[config.mk]
export PLATFORM = sky130hd
export DESIGN_NAME = pksw_queue
export DESIGN_NICKNAME = d
export VERILOG_FILES = /design/src/design/pksw_pkg.sv /design/src/design/pksw_queue.sv
export SDC_FILE = /design/constraint.sdc
export NUM_CORES = 1
export LEC_CHECK = 0
export BUFFER_PORTS_ARGS = -buffer_cell sky130_fd_sc_hd__buf_2
export CAP_MARGIN = 20
export CORE_AREA = 2 2 102 104
export CTS_CLUSTER_DIAMETER = 30
export DETAILED_ROUTE_END_ITERATION = 7
export DIE_AREA = 0 0 104 106
export PLACE_DENSITY = 0.76
export RECOVER_POWER = 50
export SLEW_MARGIN = 20
export SYNTH_ARGS = -nofsm -noshare
export SYNTH_HDL_FRONTEND = slang
export SYNTH_SLANG_ARGS = --single-unit
[constraint.sdc]
create_clock -name clock -period 3.8 [get_ports clock]
set_clock_uncertainty 0.1 [all_clocks]
set_input_delay 0.76 -clock clock [delete_from_list [all_inputs] [get_ports clock]]
set_output_delay 0.76 -clock clock [all_outputs]
set_load 0.1 [all_outputs]
[src/design/pksw_pkg.sv]
// ----------------------------------------------------------------------------
// pksw_pkg: shared types and constants for the per-key sliding window limiter
// Holds the register map and the queue entry between front and back.
// ----------------------------------------------------------------------------
`default_nettype none
package pksw_pkg;
   localparam int KeyWidth   = 32;
   localparam int TimeWidth  = 32;
   localparam int WinWidth   = 12;
   localparam int LimitWidth = 5;
   localparam int CsrAddrWidth = 3;

   localparam logic [CsrAddrWidth-1:0] CSR_WINDOW = 3'd0;
   localparam logic [CsrAddrWidth-1:0] CSR_LIMIT  = 3'd4;

   localparam logic [WinWidth-1:0]   WINDOW_RESET = 12'd60;
   localparam logic [LimitWidth-1:0] LIMIT_RESET  = 5'd20;

   typedef struct packed {
      logic [KeyWidth-1:0]  key;
      logic [TimeWidth-1:0] now;
   } req_item_type;
endpackage
`default_nettype wire

[src/design/pksw_queue.sv]
// ----------------------------------------------------------------------------
// pksw_queue: two-entry request queue between front and back
// Decouples input acceptance from table processing.
// ----------------------------------------------------------------------------
`default_nettype none
module pksw_queue
   import pksw_pkg::*;
(
   input  wire logic         clock,
   input  wire logic         reset,
   input  wire logic         in_valid,
   output logic              in_stall,
   input  wire req_item_type in_item,
   output logic              out_valid,
   input  wire logic         out_pop,
   output req_item_type      out_item
);
   req_item_type slot_ff [2];
   logic [1:0] count_ff, count_in;
   logic       wr_ptr_ff, wr_ptr_in, rd_ptr_ff, rd_ptr_in;
   logic       push, pop;

   assign in_stall  = (count_ff == 2'd2);
   assign out_valid = (count_ff != 2'd0);
   assign out_item  = slot_ff[rd_ptr_ff];
   assign push = in_valid && !in_stall;
   assign pop  = out_pop && out_valid;

   always_comb begin
      count_in  = count_ff + {1'b0, push} - {1'b0, pop};
      wr_ptr_in = wr_ptr_ff ^ push;
      rd_ptr_in = rd_ptr_ff ^ pop;
   end

   always_ff @(posedge clock) begin
      if (reset) begin
         count_ff  <= '0;
         wr_ptr_ff <= 1'b0;
         rd_ptr_ff <= 1'b0;
      end else begin
         count_ff  <= count_in;
         wr_ptr_ff <= wr_ptr_in;
         rd_ptr_ff <= rd_ptr_in;
      end
      if (push) slot_ff[wr_ptr_ff] <= in_item;
   end
endmodule
`default_nettype wire

# Word level (Yosys, flattened, before mapping)
# Memory sizes are Yosys's and may differ from the RTL's. A register that Yosys moved wholly into a read port is not among the register bits.
# Cells that the tools add are included.
[op_classes]
bitwise_logic = 2
addsub = 2
n_eq_ne = 1
reduce_logical = 4
mux = 3
[op_table]
columns = ["op", "n"]
rows = [
  ["2-to-1 mux 1 bit", 3],
  ["adder 2 x 1 -> 2 bit", 1],
  ["== test 2 bit, second input constant", 1],
  ["logical AND 1 bit", 2],
  ["nonzero test 2 bit", 1],
  ["subtractor 2 x 1 -> 2 bit", 1],
  ["XOR 1 bit", 2],
  ["zero test 1 bit", 1],
]
[word_totals]
ram_bits = 128
out_inout_bits = 66
elab_cells = 16
n_memories = 1
in_bits = 68
regBits = 4
[memory_table]
columns = ["memory", "words", "width", "rd", "rd_clocked_by_memory_dff", "wr", "line_no", "rtl"]
rows = [
  ["slot_ff", 2, 64, 1, 1, 1, "pksw_queue.sv:18", "req_item_type slot_ff [2];"],
]

# Longest topological paths before layout
[depth]
depth_word = 5
ltp_mapped = 7
depth_no_buf = 7

# Worst setup path after synthesis
# OpenSTA, ideal clock, no wires.
[synth_path]
path_kind = "input-to-reg"
from = "input port in_valid"
to = "memory slot_ff[1][0] (netlist name), enable pin"
arrival_ps = 2448
slack_ps = 823
setup_time_ps = 429
cell_stages = 2
path_buffers = 0
t_required_ps = 3271
cell_sequence = "and2_1 ha_1"
[synth_between]
elab_chain_len = 3
[synth_lines]
columns = ["item", "line_no", "rtl"]
rows = [
  ["start: declaration", "pksw_queue.sv:11", "input wire logic in_valid,"],
  ["logical AND 1 bit", "pksw_queue.sv:26", "assign push = in_valid && !in_stall;"],
  ["2-to-1 mux 1 bit", "pksw_queue.sv:45", "if (push) slot_ff[wr_ptr_ff] <= in_item;"],
  ["2-to-1 mux 1 bit (not written as such)", "pksw_queue.sv:45", ""],
  ["end: declaration", "pksw_queue.sv:18", ""],
]
# No other way between the ends.

==> out/results.tsv <==
stage	metric	value	unit
outcome	status	finished with violations	
outcome	violated checks	max-capacitance violations, max-slew violations	
floorplan	# IOs	134	
sta	fin crit share	0.7345	
routing	Initial DRC Count	68	
cts	Post-CTS Resized	0	
cts	htree depth	4	
cts	TritonCTS buffer count	17	
global_routing	grt met2 use	0.2411	
floorplan	Die X	104	microns
final_layout	layout net count	441	
sta	final setup vio count	0	
cts	clock root buffer	clkbuf_8	
cts	Post-CTS Hold Fix Bufs	0	
setup_path	Worst Path Max Fanout	35	
global_routing	busiest grt layer	met2	
setup_path	CP bufs+invs	2	
logic_synthesis	Syn. warnings	0	
sta	Slew Limit Headroom	-0.07211	
logic_synthesis	main area contributors after synthesis	edfxtp_1 79%, mux2_2 15%, dfxtp_1 1.6%, ha_1 1.0%, buf_6 0.93%	
setup_path	crit path DAT	1930	ps
setup_path	CP Capture Type	output port	
logic_synthesis	Commonest cells post-synth	128 x edfxtp_1, 65 x mux2_2, 4 x buf_6, 4 x dfxtp_1, 4 x ha_1	
logic_synthesis	Avg Cell Area, Syn	21.87	sq um
global_routing	GR Util met3	0.04721	
cts	CTS tree	done	
sta	Slew @ Worst Pin	1608	ps
logic_synthesis	asr flop ratio synth	0	
place	buffers added on ports	133	
final_layout	ant diodes	0	
routing	via count	2456	
logic_synthesis	post-synth net total	294	
final_layout	share of cells above drive strength 1	0.5132	
setup_path	required time worst endpoint	2940	ps
setup_path	Worst path top cell family by delay	buffers and inverters	
logic_synthesis	Synth Register Bits	132	
global_routing	initial antenna violation count	0	
logic_synthesis	count leader, synth	edfxtp_1	
logic_synthesis	Post-Syn Instances	222	
global_routing	vias in the first global route	2443	
run	Max-cap violations	2	
global_routing	grt ovf	0	
logic_synthesis	top cell type by total area after synthesis	edfxtp_1	
setup_path	cells along the critical path	buf_4 -> mux2_2 -> buf_2	
place	placed instance count	486	
routing	DRC errors left	0	
logic_synthesis	top cell type's share of synthesized area	0.7915	
global_routing	Tot GR Track Use	0.1450	
routing	wire per inst	15.49	microns
logic_synthesis	Yosys cell types	16	
logic_synthesis	synthesized area	4856	sq um
logic_synthesis	Post-synth EDFFs	128	
floorplan	Core Area	10000	sq um
sta	RSZ-0062 raised after global routing	false	
hold_path	min-delay worst type	primary input to flip-flop	
global_routing	first-pass GRT wire length	11980	microns
setup_path	worst reg-to-reg setup slack	1270	ps
sta	Hold Vio Cnt, Final	0	
place	GPL Wtd Cong	0.6735	
sta	Max Slew Vio Count	130	
floorplan	die height	106	microns
logic_synthesis	Main synth FF type	edfxtp_1	
final_layout	Area growth syn-to-layout	28.21	%
cts	clock slew seen by the registers of the worst setup and hold paths	60	ps
routing	remaining antenna violation count	0	
place	Post-DP HPWL	4993	microns
floorplan	full die area	11020	sq um
floorplan	row cnt	37	
setup_path	max incr delay on CP	420	ps
global_routing	maximum number of pins on one net before global-route repair	65	
sta	Max Fclk	358.3	MHz
setup_path	startpoint types	flip-flop	
cts	Num Clock Sinks	132	
cts	Clock Latency Late Sink	480	ps
logic_synthesis	register area share after synthesis	0.8080	
routing	drt via density	4.760	
setup_path	crit path kind	flip-flop to output port	
global_routing	met1 Usage GRT	0.1748	
routing	WL final	7993	microns
routing	TritonRoute pass-1 iters	4	
cts	Setup Fix Bufs, Post-CTS	0	
floorplan	Initial Utilization	0.4856	
sta	setup tns final	0	ps
sta	Period minus WS final	2791	ps
cts	Longest Clk Path Bufs	2	
final_layout	Layout Cells excl Fill	516	
setup_path	Max stage delay cell, worst path	mux2_2	
==> final cells by class <==
class	instances	area (sq um)
clock inverter	13	210.2
sequential	132	3925
tap	136	170.2
multi-input combinational	80	863.3
fill	770	3774
timing repair buffer	135	631.9
clock buffer	17	414.1
inverter	3	11.26
==> registers in the layout (all words and copies together), names as in the netlist <==
register,flops
wr_ptr_ff,1
slot_ff,128
count_ff,2
rd_ptr_ff,1
==> per-stage QoR <==
step | utilization | cell area [sq um] | setup WS [ps] | hold WS, ps
global placement | 0.5671 | 5670 | 1458 | 509.3
CTS | 0.6295 | 6295 | 969.2 | 328.3
finish | 0.6226 | 6226 | 1009 | 357.0
floorplan | - | 4856 | 823.3 | 432.1
global route | 0.6226 | 6226 | 918.2 | 321.1
detailed placement | 0.5671 | 5670 | 1432 | 531.6
==> cells by family after synthesis <==
logic type	after synthesis	share of synthesized area
fa+ha+maj	4	0.01031
mux	65	0.1507
simple gates	9	0.009535
buf+inv	10	0.01520
flops	132	0.8080
xor+xnor	1	0.004638
compound gates	1	0.001547
==> path summary, 6_finish.rpt <==
kind	to	start	depth (start not counted)
max	out_item[0]	rd_ptr_ff	3
max reg2reg	slot_ff[0][55]	count_ff[0]	3
min	slot_ff[1][26]	in_item[26]	1
min reg2reg	wr_ptr_ff	wr_ptr_ff	3
==> cell usage in the layout, fill, tap and decap left out <==
cell type | netlist | routed
bufinv_16 | 0 | 5
or2_2 | 1 | 1
nor2b_1 | 2 | 2
buf_4 | 1 | 2
buf_2 | 2 | 94
o21a_1 | 1 | 1
clkinv_4 | 0 | 4
nor2_1 | 3 | 3
inv_1 | 3 | 3
xnor3_1 | 1 | 1
dfxtp_1 | 4 | 3
edfxtp_1 | 128 | 128
clkbuf_16 | 0 | 16
clkinvlp_4 | 0 | 2
clkinv_2 | 0 | 2
ha_2 | 0 | 2
clkbuf_8 | 0 | 1
nand2_1 | 1 | 1
dfxtp_2 | 0 | 1
mux2_2 | 65 | 65
clkbuf_1 | 0 | 39
ha_1 | 4 | 2
nand2b_1 | 1 | 1
and2_0 | 0 | 1
==> per-layer routing <==
layer  vias up  wire length [microns]
li1       1168                      -
met1      1205                   3336
met2        79                   4196
met3         4                    388
met4         0                     72
met5         -                      0
Power is not shown: default switching activity piles up to over one toggle a cycle in this logic, so the estimate is an artifact.
